--- src/hw/rtl/dnpfc_pkg.sv ---
// Shared types, constants and the CRC byte update for the DNP3 link frame checker.
package dnpfc_pkg;

  localparam int unsigned COUNT_BITS = 16;

  localparam logic [7:0]  SYNC_LOW   = 8'h05;
  localparam logic [7:0]  SYNC_HIGH  = 8'h64;
  localparam logic [15:0] CRC_POLY   = 16'hA6BC;
  localparam logic [8:0]  HEADER_LEN = 9'd10;
  localparam logic [4:0]  BLOCK_DATA = 5'd16;
  localparam logic [8:0]  BLOCK_FULL = 9'd18;
  localparam logic [8:0]  MIN_LEN    = 9'd5;
  localparam logic [15:0] COUNT_MAX  = 16'hFFFF;

  typedef enum logic [2:0] {
    VerdictNeedMore = 3'd0,
    VerdictUnframed = 3'd1,
    VerdictFalseStart = 3'd2,
    VerdictGood = 3'd3,
    VerdictCorrupt = 3'd4
  } verdict_e;

  typedef enum logic [3:0] {
    PhHunt   = 4'b0001,
    PhHeader = 4'b0010,
    PhBody   = 4'b0100,
    PhDone   = 4'b1000
  } phase_e;

  typedef struct packed {
    logic        valid;
    verdict_e    verdict;
    logic [15:0] count;
  } result_t;

  // Reflected CRC-16, one byte, bitwise.
  function automatic logic [15:0] crc_byte(logic [15:0] crc, logic [7:0] b);
    logic [15:0] c;
    c = crc ^ {8'h00, b};
    for (int k = 0; k < 8; k++) begin
      c = c[0] ? ((c >> 1) ^ CRC_POLY) : (c >> 1);
    end
    return c;
  endfunction

  // CRC after the two sync bytes, seeded with zero.
  localparam logic [15:0] CRC_SYNC = crc_byte(crc_byte(16'h0000, SYNC_LOW), SYNC_HIGH);

  // Bytes in the block starting at 'start' (data plus its two CRC bytes).
  function automatic logic [4:0] block_len(logic [8:0] flen, logic [8:0] start);
    logic [8:0] rem;
    logic [4:0] n;
    rem = (flen >= start) ? (flen - start) : 9'd0;
    if (rem >= BLOCK_FULL) begin
      n = BLOCK_DATA;
    end else if (rem >= 9'd2) begin
      n = 5'(rem - 9'd2);
    end else begin
      n = 5'd0;
    end
    return n + 5'd2;
  endfunction

endpackage

--- src/hw/rtl/dnpfc_scan.sv ---
// Per-byte frame scanner: sync hunt, header CRC, block CRCs and the verdict.
module dnpfc_scan import dnpfc_pkg::*; #(
  parameter int unsigned CountBits = COUNT_BITS
) (
  input  logic       clk_i,
  input  logic       rst_ni,
  input  logic       fire_i,
  input  logic [7:0] byte_i,
  input  logic       last_i,
  output result_t    res_o
);

  localparam int unsigned ExtW = (CountBits > 16) ? CountBits : 16;

  phase_e               phase_q, phase_d;
  logic [CountBits-1:0] pos_q, pos_d;
  logic                 prior_q, prior_d;
  logic [15:0]          crc_q, crc_d;
  logic [8:0]           flen_q, flen_d;
  logic [4:0]           bleft_q, bleft_d;
  logic [8:0]           bstart_q, bstart_d;
  logic [8:0]           boff_q, boff_d;
  logic                 bad_q, bad_d;

  logic [CountBits-1:0] pos_nx;
  logic [15:0]          crc_upd;
  logic                 fin;
  verdict_e             fin_verdict;
  logic [CountBits-1:0] fin_cnt;
  logic [ExtW-1:0]      cnt_ext;
  logic [8:0]           tot;
  logic [7:0]           user;
  logic [7:0]           want;
  logic [4:0]           bleft_n;
  logic                 bad_h;

  assign pos_nx  = (pos_q == '1) ? pos_q : pos_q + CountBits'(1);
  assign crc_upd = crc_byte(crc_q, byte_i);
  assign user    = 8'(flen_q - MIN_LEN);
  assign tot     = flen_q + MIN_LEN + {3'b000, user[7:4], 1'b0}
                   + ((|user[3:0]) ? 9'd2 : 9'd0);
  assign cnt_ext = ExtW'(fin_cnt);

  always_comb begin
    phase_d     = phase_q;
    pos_d       = pos_q;
    prior_d     = prior_q;
    crc_d       = crc_q;
    flen_d      = flen_q;
    bleft_d     = bleft_q;
    bstart_d    = bstart_q;
    boff_d      = boff_q;
    bad_d       = bad_q;
    fin         = 1'b0;
    fin_verdict = VerdictNeedMore;
    fin_cnt     = '0;
    want        = 8'h00;
    bleft_n     = 5'd0;
    bad_h       = 1'b0;
    res_o       = '0;

    if (fire_i && phase_q != PhDone) begin
      pos_d = pos_nx;
      case (phase_q)
        PhHunt: begin
          if (prior_q && byte_i == SYNC_HIGH) begin
            if (pos_q != CountBits'(1)) begin
              fin         = 1'b1;
              fin_verdict = VerdictUnframed;
              fin_cnt     = pos_q - CountBits'(1);
            end else begin
              phase_d = PhHeader;
              prior_d = 1'b0;
              crc_d   = CRC_SYNC;
            end
          end else begin
            prior_d = (byte_i == SYNC_LOW);
            if (last_i) begin
              fin         = 1'b1;
              fin_cnt     = pos_nx - CountBits'(byte_i == SYNC_LOW);
              fin_verdict = (fin_cnt != '0) ? VerdictUnframed : VerdictNeedMore;
            end
          end
        end
        PhHeader: begin
          if (pos_q == CountBits'(2)) begin
            flen_d = {1'b0, byte_i};
          end
          if (pos_q < CountBits'(8)) begin
            crc_d = (pos_q == CountBits'(7)) ? ~crc_upd : crc_upd;
          end else if (pos_q == CountBits'(8)) begin
            if (byte_i != crc_q[7:0]) begin
              bad_d = 1'b1;
            end
          end else begin
            bad_h = bad_q || (byte_i != crc_q[15:8]);
            bad_d = bad_h;
            if (bad_h || flen_q < MIN_LEN) begin
              fin         = 1'b1;
              fin_verdict = VerdictFalseStart;
              fin_cnt     = CountBits'(2);
            end else if (tot == HEADER_LEN) begin
              fin         = 1'b1;
              fin_verdict = VerdictGood;
              fin_cnt     = CountBits'(HEADER_LEN);
            end else begin
              flen_d   = tot;
              bad_d    = 1'b0;
              boff_d   = 9'd0;
              phase_d  = PhBody;
              bstart_d = HEADER_LEN;
              bleft_d  = block_len(tot, HEADER_LEN);
              crc_d    = 16'h0000;
            end
          end
        end
        PhBody: begin
          if (bleft_q > 5'd2) begin
            crc_d = (bleft_q == 5'd3) ? ~crc_upd : crc_upd;
          end else begin
            want = (bleft_q == 5'd2) ? crc_q[7:0] : crc_q[15:8];
            if (byte_i != want && !bad_q) begin
              bad_d  = 1'b1;
              boff_d = bstart_q;
            end
          end
          bleft_n = (bleft_q != 5'd0) ? bleft_q - 5'd1 : 5'd0;
          bleft_d = bleft_n;
          if (pos_nx >= CountBits'(flen_q)) begin
            fin         = 1'b1;
            fin_verdict = bad_d ? VerdictCorrupt : VerdictGood;
            fin_cnt     = bad_d ? CountBits'(boff_d) : CountBits'(flen_q);
          end else if (bleft_n == 5'd0) begin
            bstart_d = pos_nx[8:0];
            bleft_d  = block_len(flen_q, pos_nx[8:0]);
            crc_d    = 16'h0000;
          end
        end
        default: begin
          phase_d = PhHunt;
        end
      endcase

      if (fin) begin
        res_o.valid   = 1'b1;
        res_o.verdict = fin_verdict;
        res_o.count   = (cnt_ext > ExtW'(COUNT_MAX)) ? COUNT_MAX : cnt_ext[15:0];
        if (!last_i) begin
          phase_d = PhDone;
        end
      end else if (last_i) begin
        res_o.valid   = 1'b1;
        res_o.verdict = VerdictNeedMore;
        res_o.count   = 16'h0000;
      end
    end

    // Marked last byte always starts a fresh pass.
    if (fire_i && last_i) begin
      phase_d  = PhHunt;
      pos_d    = '0;
      prior_d  = 1'b0;
      crc_d    = 16'h0000;
      flen_d   = 9'd0;
      bleft_d  = 5'd0;
      bstart_d = 9'd0;
      boff_d   = 9'd0;
      bad_d    = 1'b0;
    end
  end

  always_ff @(posedge clk_i or negedge rst_ni) begin
    if (!rst_ni) begin
      phase_q  <= PhHunt;
      pos_q    <= '0;
      prior_q  <= 1'b0;
      crc_q    <= 16'h0000;
      flen_q   <= 9'd0;
      bleft_q  <= 5'd0;
      bstart_q <= 9'd0;
      boff_q   <= 9'd0;
      bad_q    <= 1'b0;
    end else begin
      phase_q  <= phase_d;
      pos_q    <= pos_d;
      prior_q  <= prior_d;
      crc_q    <= crc_d;
      flen_q   <= flen_d;
      bleft_q  <= bleft_d;
      bstart_q <= bstart_d;
      boff_q   <= boff_d;
      bad_q    <= bad_d;
    end
  end

  a_res_needs_fire: assert property (@(posedge clk_i) disable iff (!rst_ni)
    res_o.valid |-> fire_i)
    else $error("verdict without a byte");

  a_body_block_len: assert property (@(posedge clk_i) disable iff (!rst_ni)
    (phase_q == PhBody) |-> (bleft_q >= 5'd1 && bleft_q <= 5'd18))
    else $error("block byte count out of range");

  a_decided_holds: assert property (@(posedge clk_i) disable iff (!rst_ni)
    (fire_i && res_o.valid && !last_i) |=> (phase_q == PhDone))
    else $error("pass not held after verdict");

  a_done_silent: assert property (@(posedge clk_i) disable iff (!rst_ni)
    (phase_q == PhDone) |-> !res_o.valid)
    else $error("second verdict in one pass");

endmodule

--- src/hw/rtl/dnpfc_out_reg.sv ---
// Result register holding one verdict until the consumer takes it.
module dnpfc_out_reg import dnpfc_pkg::*; (
  input  logic        clk_i,
  input  logic        rst_ni,
  input  result_t     res_i,
  input  logic        out_stall_i,
  output logic        advance_o,
  output logic        out_valid_o,
  output logic [2:0]  verdict_o,
  output logic [15:0] count_o
);

  logic        vld_q, vld_d;
  verdict_e    verdict_q;
  logic [15:0] count_q;

  assign advance_o = !vld_q || !out_stall_i;

  always_comb begin
    vld_d = vld_q;
    if (advance_o) begin
      vld_d = res_i.valid;
    end
  end

  always_ff @(posedge clk_i or negedge rst_ni) begin
    if (!rst_ni) begin
      vld_q <= 1'b0;
    end else begin
      vld_q <= vld_d;
    end
  end

  always_ff @(posedge clk_i) begin
    if (advance_o && res_i.valid) begin
      verdict_q <= res_i.verdict;
      count_q   <= res_i.count;
    end
  end

  assign out_valid_o = vld_q;
  assign verdict_o   = verdict_q;
  assign count_o     = count_q;

endmodule

--- src/hw/rtl/dnp3_link_frame_checker_core.sv ---
// DNP3 link frame checker: input register, byte scanner and result register.
// A verdict is decided by the scanner from the input register and held in the result register.
// Throughput: one byte per cycle while the input is not stalled; the scanner does one CRC byte update per cycle.
// Input stalls only while a finished verdict waits in the result register and the
// consumer stalls it.
// Reset (rst_ni, async, active low) empties both registers and starts a new pass.
module dnp3_link_frame_checker_core import dnpfc_pkg::*; #(
  parameter int unsigned CountBits = COUNT_BITS
) (
  input  logic        clk_i,
  input  logic        rst_ni,
  input  logic        in_valid_i,
  output logic        in_stall_o,
  input  logic [7:0]  data_byte_i,
  input  logic        buffer_last_i,
  output logic        out_valid_o,
  input  logic        out_stall_i,
  output logic [2:0]  verdict_o,
  output logic [15:0] consume_count_o
);

  // Input register: one request (byte plus last-byte mark) waiting for the scanner.
  logic       in_vld_q, in_vld_d;
  logic [7:0] byte_q;
  logic       last_q;

  logic       advance;  // result register can take a new verdict
  logic       fire;     // scanner consumes the held request this cycle
  logic       in_take;
  result_t    res;

  assign fire       = in_vld_q && advance;
  // The held request only waits when the result register is full and stalled.
  assign in_stall_o = in_vld_q && !advance;
  assign in_take    = in_valid_i && !in_stall_o;

  always_comb begin
    in_vld_d = in_vld_q;
    if (in_take) begin
      in_vld_d = 1'b1;
    end else if (fire) begin
      in_vld_d = 1'b0;
    end
  end

  always_ff @(posedge clk_i or negedge rst_ni) begin
    if (!rst_ni) begin
      in_vld_q <= 1'b0;
    end else begin
      in_vld_q <= in_vld_d;
    end
  end

  // Payload needs no reset; it is only looked at under in_vld_q.
  always_ff @(posedge clk_i) begin
    if (in_take) begin
      byte_q <= data_byte_i;
      last_q <= buffer_last_i;
    end
  end

  // Scanner: all per-byte work, one pass state, at most one verdict per byte.
  dnpfc_scan #(
    .CountBits (CountBits)
  ) u_scan (
    .clk_i  (clk_i),
    .rst_ni (rst_ni),
    .fire_i (fire),
    .byte_i (byte_q),
    .last_i (last_q),
    .res_o  (res)
  );

  // Result register decouples the consumer's stall from the scanner.
  dnpfc_out_reg u_out_reg (
    .clk_i       (clk_i),
    .rst_ni      (rst_ni),
    .res_i       (res),
    .out_stall_i (out_stall_i),
    .advance_o   (advance),
    .out_valid_o (out_valid_o),
    .verdict_o   (verdict_o),
    .count_o     (consume_count_o)
  );

  a_stall_cause: assert property (@(posedge clk_i) disable iff (!rst_ni)
    in_stall_o |-> (out_valid_o && out_stall_i && in_vld_q))
    else $error("input stalled without a blocked verdict");

  a_request_kept: assert property (@(posedge clk_i) disable iff (!rst_ni)
    (in_vld_q && !fire) |=> in_vld_q)
    else $error("held request dropped");

  a_verdict_held: assert property (@(posedge clk_i) disable iff (!rst_ni)
    (out_valid_o && out_stall_i) |=>
      (out_valid_o && $stable(verdict_o) && $stable(consume_count_o)))
    else $error("stalled verdict changed");

endmodule

--- config.mk ---
export PLATFORM = sky130hd
export DESIGN_NAME = dnp3_link_frame_checker_core
export DESIGN_NICKNAME = d
export VERILOG_FILES = /design/src/hw/rtl/dnpfc_pkg.sv /design/src/hw/rtl/dnpfc_scan.sv /design/src/hw/rtl/dnpfc_out_reg.sv /design/src/hw/rtl/dnp3_link_frame_checker_core.sv
export SDC_FILE = /design/constraint.sdc
export NUM_CORES = 1
export LEC_CHECK = 0
export ABC_AREA = 1
export BUFFER_PORTS_ARGS = -buffer_cell sky130_fd_sc_hd__buf_2
export CAP_MARGIN = 20
export CORE_ASPECT_RATIO = 0.9
export CORE_MARGIN = 3
export CORE_UTILIZATION = 40
export DETAILED_ROUTE_END_ITERATION = 7
export PLACE_DENSITY = 0.66
export SYNTH_ARGS = -nofsm -noshare
export SYNTH_HDL_FRONTEND = slang
export SYNTH_SLANG_ARGS = --single-unit
--- constraint.sdc ---
create_clock -name clk_i -period 4.34 [get_ports clk_i]
set_clock_uncertainty 0.1 [all_clocks]
set_input_delay 0.217 -clock clk_i [delete_from_list [all_inputs] [get_ports clk_i]]
set_output_delay 0.217 -clock clk_i [all_outputs]
set_load 0.1 [all_outputs]
==> results of run 1 <==
## per-layer routing
layer,global-route usage (%),wire length (µm),up-vias
li1,-,-,5009
met1,37.1,15400,4793
met2,34.7,13800,400
met3,2.53,2420,38
met4,5.44,465,0
met5,0,0,-
## cells in the mapped netlist (6+ instances only)
library cell / instances / area (µm²)
nor2_4: 8 / 90.1
nand2_2: 21 / 131
buf_4: 8 / 60.1
o21ai_1: 23 / 115
nand2_4: 8 / 90.1
nor3_1: 19 / 95.1
inv_2: 34 / 128
nand3_1: 114 / 571
nor2_2: 14 / 87.6
inv_1: 192 / 721
o22ai_1: 26 / 163
buf_2: 8 / 40.0
dfrtp_1: 71 / 1780
nor2_1: 122 / 458
a21oi_1: 44 / 220
or2_2: 7 / 43.8
nand3_2: 6 / 60.1
nand3b_1: 13 / 97.6
xor2_2: 6 / 97.6
o211ai_1: 23 / 173
edfxtp_1: 28 / 841
clkbuf_1: 10 / 37.5
xnor2_1: 16 / 140
nand4_1: 13 / 81.3
o21ai_0: 78 / 390
nand2_1: 396 / 1490
ha_1: 44 / 551
xor2_1: 48 / 420
## worst max-delay path: cells and delay by family (launching register included)
family	cells	cell delay [ps]
AOI/OAI and AO/OA	1	160
xor gates and xnor gates	1	200
adders and majority gates	6	1680
buffers and inverters	6	560
DFF	1	410
and+or+nand+nor	15	1200
## cell type report
| cell class | count | area (µm²) |
|---|---|---|
| tap | 336 | 420 |
| multi-input combinational | 1112 | 6550 |
| fill | 2384 | 12600 |
| inverter | 229 | 870 |
| sequential | 100 | 2640 |
| clock buffer | 9 | 225 |
| clock inverter | 7 | 85.1 |
| timing repair buffer | 139 | 1030 |
## worst max-delay path by stage
stage                                               end  slack (ps)                    startpoint
after floorplan           u_scan.bleft_q[3]$_DFFE_PN0P_          20  u_scan.flen_q[0]$_DFFE_PN0P_
after global placement    u_scan.bleft_q[3]$_DFFE_PN0P_          30  u_scan.flen_q[1]$_DFFE_PN0P_
after detailed placement  u_scan.bleft_q[3]$_DFFE_PN0P_         -60  u_scan.flen_q[1]$_DFFE_PN0P_
after CTS                 u_scan.bleft_q[3]$_DFFE_PN0P_          20  u_scan.flen_q[2]$_DFFE_PN0P_
after global routing      u_scan.bleft_q[3]$_DFFE_PN0P_        -360  u_scan.flen_q[2]$_DFFE_PN0P_
final                     u_scan.bleft_q[3]$_DFFE_PN0P_         -80  u_scan.flen_q[2]$_DFFE_PN0P_
## state kept, by name (all words and copies together) (netlist names)
| name | flops |
|---|---|
| u_scan.phase_q | 4 |
| in_vld_q | 1 |
| u_out_reg.out_valid_o | 1 |
| u_out_reg.count_o | 16 |
| u_scan.pos_q | 16 |
| u_out_reg.verdict_o | 3 |
| u_scan.prior_q | 1 |
| u_scan.flen_q | 9 |
| u_scan.bad_q | 1 |
| last_q | 1 |
| u_scan.bleft_q | 5 |
| byte_q | 8 |
| u_scan.bstart_q | 9 |
| u_scan.crc_q | 16 |
| u_scan.boff_q | 9 |
## repair_timing
action / in CTS / in global routing
gates cloned: 0 / 0
pin swaps: 1 / 35
resized for setup: 8 / 66
hold buffers: 11 / 0
setup endpoints to repair: 2 / 76
hold endpoints to repair: 47 / 0
buffers inserted: 0 / 12
## stage by stage
step	hold WS (ps)	total power [mW]	setup TNS, ps
floorplan	-179	5.66	0
global placement	151	6.72	0
detailed placement	155	6.81	-67.3
CTS	71.5	7.70	0
global route	110	8.53	-1920
finish	70.7	7.86	-140
## cells by family after synthesis
kind of cell | share of synthesized area (%)
xor+xnor | 8.36
compound gates | 13.6
buf+inv | 10.4
simple gates | 35.0
fa+ha+maj | 6.12
flops | 26.5
## power groups by stage
stage	registers [mW]	logic, mW	clock network [mW]
4_1_cts	1.38	5.45	0.871
3_5_place_dp	1.40	5.42	0
3_3_place_gp	1.39	5.33	0
2_1_floorplan	1.77	3.89	0
6_report	1.38	5.61	0.861
5_1_grt	1.41	6.22	0.902
==> run metrics, run 1 <==
max-cap viol count 0; initial cell density of the core 40.9%; Tmin final 4420 ps; setup violators final 4; hold crit path type input port to flip-flop; Clock power frac 11.0%; violated checks setup timing; drt drc 0; core outline area 24400 µm²; peak per-stage delay on the critical path 600 ps; Final Max Slew Viols 0; initial antenna violation count 0; Cell Count, Final, Fillers Out 1932; synthesized area per cell 6.78 µm²; Placed Cells 1894; Worst Reg-to-Reg Cells 29; Die Wd 172 µm; Hold Path End u_out_reg.out_valid_o$_DFFE_PN0P_; clock-pin slew on the worst setup and hold paths 80 ps; layout cell share with drive strength beyond 1 20.6%; most frequent cells in the layout 383 x nand2_1, 186 x inv_1, 110 x nor2_1, 106 x nand3_1, 90 x buf_4; H-tree levels 3; post-route ant nets 0; post-layout instance area 11800 µm²; R2R Setup Slk -80 ps; DIE HEIGHT 156 µm; vias in the first global route 9357; status finished, violations left; drt total wl 32100 µm; clk sinks 100; CTS tree done; # IOs 34; Int Power 3.49 mW; port bufs 33; Required @ worst endpoint 4490 ps; Cells after Synth 1470; Worst VDD drop 0.432 mV; worst slack at placement -57.3 ps; most common cell after layout, fill and taps aside nand2_1; final core utilization 48.5%; ys flop type dfrtp_1; RSZ-0062 raised after global routing true; synthesis warning total 0; largest net degree at the start of global routing 40; WL/cell 16.6 µm; Worst Setup Start Kind flip-flop; CTS max path bufs 2; first-pass GRT wire length 50500 µm; r2r endpoint u_scan.bleft_q[3]$_DFFE_PN0P_; GRT Total Usage 23.6%; Nets 1651; sequential-to-total area share from yosys stat 26.5%; area grow syn2layout 18.6%; asr flop ratio synth 72.0%; clock latency on the worst-skew pair 360 ps; CP endpoint kind flip-flop; arrival time worst endpoint 4570 ps; HP Start out_stall_i; Worst Setup Slack, final -81.6 ps; worst rel slew slack 45.5%; syn_nets 1530; Slew @ Worst Pin 817 ps; crit-path max FO 3; Seq cells post-synth 100; die area 26900 µm²; Setup CP Type flip-flop to flip-flop; CP dominant cell by count nand2_1; final hold violation count 0; Power Density 664 nW/µm²; DP Wirelength 24900 µm; global route total overflow 0; Ant. Diodes 0; initial drt markers 1074; Worst Hold Depth 4; First-pass DRT Iterations 6; Mapped Area 9970 µm²; RR Startpoint u_scan.flen_q[2]$_DFFE_PN0P_; detailed-route via count 10200; switching power 4.37 mW; EDFF count, synth 28; sw frac 55.6%; Cell Area, Placed 11000 µm²; Critical-path top delay cell fa_1; row cnt 54; logic gate share of total power 71.4%; synth unique cells 63; via density per instance 5.30; fmax 226 MHz; Sequential Power Share 17.6%; TritonCTS Buffers 9; GPL Wtd Cong 0.972; post-route clock period utilization 102%; clock tree root buffer cell clkbuf_16; leak pwr 5.86 nW
No activity file was read; power rests on OpenSTA's default activity.
==> inputs of run 2 (changes only) <==
--- a/config.mk
+++ b/config.mk
@@ -10,9 +10,9 @@
 export CAP_MARGIN = 20
 export CORE_ASPECT_RATIO = 0.9
 export CORE_MARGIN = 3
-export CORE_UTILIZATION = 40
+export CORE_UTILIZATION = 25
 export DETAILED_ROUTE_END_ITERATION = 7
-export PLACE_DENSITY = 0.66
+export PLACE_DENSITY = 0.48
 export SYNTH_ARGS = -nofsm -noshare
 export SYNTH_HDL_FRONTEND = slang
 export SYNTH_SLANG_ARGS = --single-unit
==> run 2 against run 1 <==
The run now ends clean. Sequential share of layout area shrank 0.62 points. Total power grew 1.2%. Register-to-register slack gained 150 ps. Maximum frequency grew 3.4%. First-iteration DRC count shrank 26%. Combinational power grew 1%. Cell count grew 11%. Critical path depth grew 2. Die area grew 58%. Wire length grew 9.0%. Global-route usage shrank 7.4 points. Non-clock buffer count grew 15. Critical path type unchanged.
==> run metrics, run 2 (synthesis gave the netlist of run 1 again) <==
largest net degree at the start of global routing 43; WL/cell 16.4 µm; fill count 4241; peak per-stage delay on the critical path 530 ps; Worst VDD drop 0.350 mV; RSZ-0062 raised after global routing true; detailed-route via count 10100; GPL Wtd Cong 0.896; H-tree levels 3; vias in the first global route 9518; post-layout instance area 12200 µm²; r2r endpoint u_scan.bleft_q[3]$_DFFE_PN0P_; global route total overflow 0; drt total wl 35000 µm; post-route ant nets 0; port bufs 33; initial drt markers 795; post-route clock period utilization 98.5%; Tmin final 4280 ps; Ant. Diodes 0; CTS tree done; Worst Setup Start Kind flip-flop; arrival time worst endpoint 4430 ps; RR Startpoint u_scan.flen_q[2]$_DFFE_PN0P_; hold crit path type input port to flip-flop; leak pwr 5.93 nW; Power Density 653 nW/µm²; max-cap viol count 0; Hold Path End u_out_reg.out_valid_o$_DFFE_PN0P_; logic gate share of total power 71.5%; most frequent cells in the layout 380 x nand2_1, 185 x inv_1, 108 x nand3_1, 108 x nor2_1, 106 x buf_4; Clock power frac 11.1%; Power Total 7.95 mW; Nets 1666; fmax 234 MHz; clock latency on the worst-skew pair 360 ps; crit-path max FO 4; worst rel slew slack 41.3%; initial antenna violation count 0; clock-pin slew on the worst setup and hold paths 90 ps; first-pass GRT wire length 54400 µm; Die Wd 217 µm; HP Start out_stall_i; Worst Hold Depth 4; R2R Setup Slk 60 ps; Required @ worst endpoint 4490 ps; sw frac 55.9%; GRT Total Usage 16.2%; First-pass DRT Iterations 5; setup violators final 0; TritonCTS Buffers 9; final hold violation count 0; CTS max path bufs 2; # IOs 34; layout cell share with drive strength beyond 1 21.6%; DP Wirelength 27800 µm; CP endpoint kind flip-flop; via density per instance 4.74; Critical-path top delay cell fa_1; Final Max Slew Viols 0; Cell Area, Placed 11400 µm²; status finished clean; clk sinks 100; DIE HEIGHT 195 µm; area grow syn2layout 22.0%; Worst Reg-to-Reg Cells 31; Setup CP Type flip-flop to flip-flop; Slew @ Worst Pin 879 ps; core outline area 38900 µm²; Sequential Power Share 17.4%; clock tree root buffer cell clkbuf_16; die area 42300 µm²; CP dominant cell by count nand2_1; initial cell density of the core 25.6%; drt drc 0; switching power 4.44 mW; row cnt 68; Int Power 3.51 mW; most common cell after layout, fill and taps aside nand2_1
run 2: changes by cell type in the layout (fill, tap and decap cells not counted), sizes merged:
| cell | delta |
|---|---|
| clkinv | -2 |
| clkbuf | +2 |
| inv | +1 |
| clkinvlp | -1 |
| buf | +15 |
run 2: critical path, delay by kind of cell, from the launching register on:
kind | cells | cell delay (ps)
adder cells (fa/ha/maj) | 5 | 1320
flip-flops | 1 | 410
buffers and inverters | 5 | 380
XOR/XNOR | 1 | 160
AO/OA/AOI/OAI | 1 | 170
AND/OR/NAND/NOR | 19 | 1610
run 2: per-stage QoR:
step                      TNS [ps]  utilization [%]  worst slack (ps)  hold slack, ps  instances
after floorplan                  0                -              24.4            -179       1470
after global placement       -38.8             29.3             -38.5            87.3       2100
after detailed placement     -60.1             29.3             -59.7            85.0       2100
after CTS                        0             30.7              6.40            87.8       2130
after global routing          -751             31.3              -163             109       2136
final                            0             31.3              64.5            87.3       2136
run 2: how the worst max path moves through the flow:
stage,cells past startpoint,to,startpoint
2_1_floorplan,30,u_scan.bleft_q[3]$_DFFE_PN0P_,u_scan.flen_q[0]$_DFFE_PN0P_
5_1_grt,31,u_scan.bleft_q[3]$_DFFE_PN0P_,u_scan.flen_q[2]$_DFFE_PN0P_
6_report,31,u_scan.bleft_q[3]$_DFFE_PN0P_,u_scan.flen_q[2]$_DFFE_PN0P_
3_5_place_dp,29,u_scan.bleft_q[3]$_DFFE_PN0P_,u_scan.flen_q[1]$_DFFE_PN0P_
3_3_place_gp,29,u_scan.bleft_q[3]$_DFFE_PN0P_,u_scan.flen_q[1]$_DFFE_PN0P_
4_1_cts,31,u_scan.bleft_q[3]$_DFFE_PN0P_,u_scan.flen_q[2]$_DFFE_PN0P_
run 2: per-layer routing:
layer,share of wire [%],vias up,global-route usage (%)
met5,0,-,0
met3,4.8,23,1.59
met2,43,282,24.6
met4,0.85,0,2.75
met1,51,4785,25.0
li1,-,5033,-
run 2: final cells by class:
type	instances	area, µm²	area share (%)
Multi-Input combinational cell	1112	6560	53.9
Sequential cell	100	2640	21.7
Timing Repair Buffer	154	1130	9.30
Inverter	229	863	7.10
Tap cell	525	657	5.40
Clock buffer	11	243	2.00
Clock inverter	5	67.6	0.555
run 2: power by group through the flow:
stage	sequential, mW	clock [mW]	combinational [mW]
CTS	1.38	0.907	5.58
global route	1.41	0.946	6.29
detailed placement	1.40	0	5.55
global placement	1.40	0	5.49
finish	1.38	0.886	5.68
floorplan	1.77	0	3.89
run 2: repair_timing:
| action | 4_1_cts | 5_1_grt |
|---|---|---|
| setup buffers | 3 | 6 |
| endpoints found under the setup margin | 2 | 79 |
| gates resized for setup | 24 | 53 |
| hold endpoints to repair | 40 | 0 |
| pin swaps | 9 | 31 |
| hold buffers | 11 | 0 |
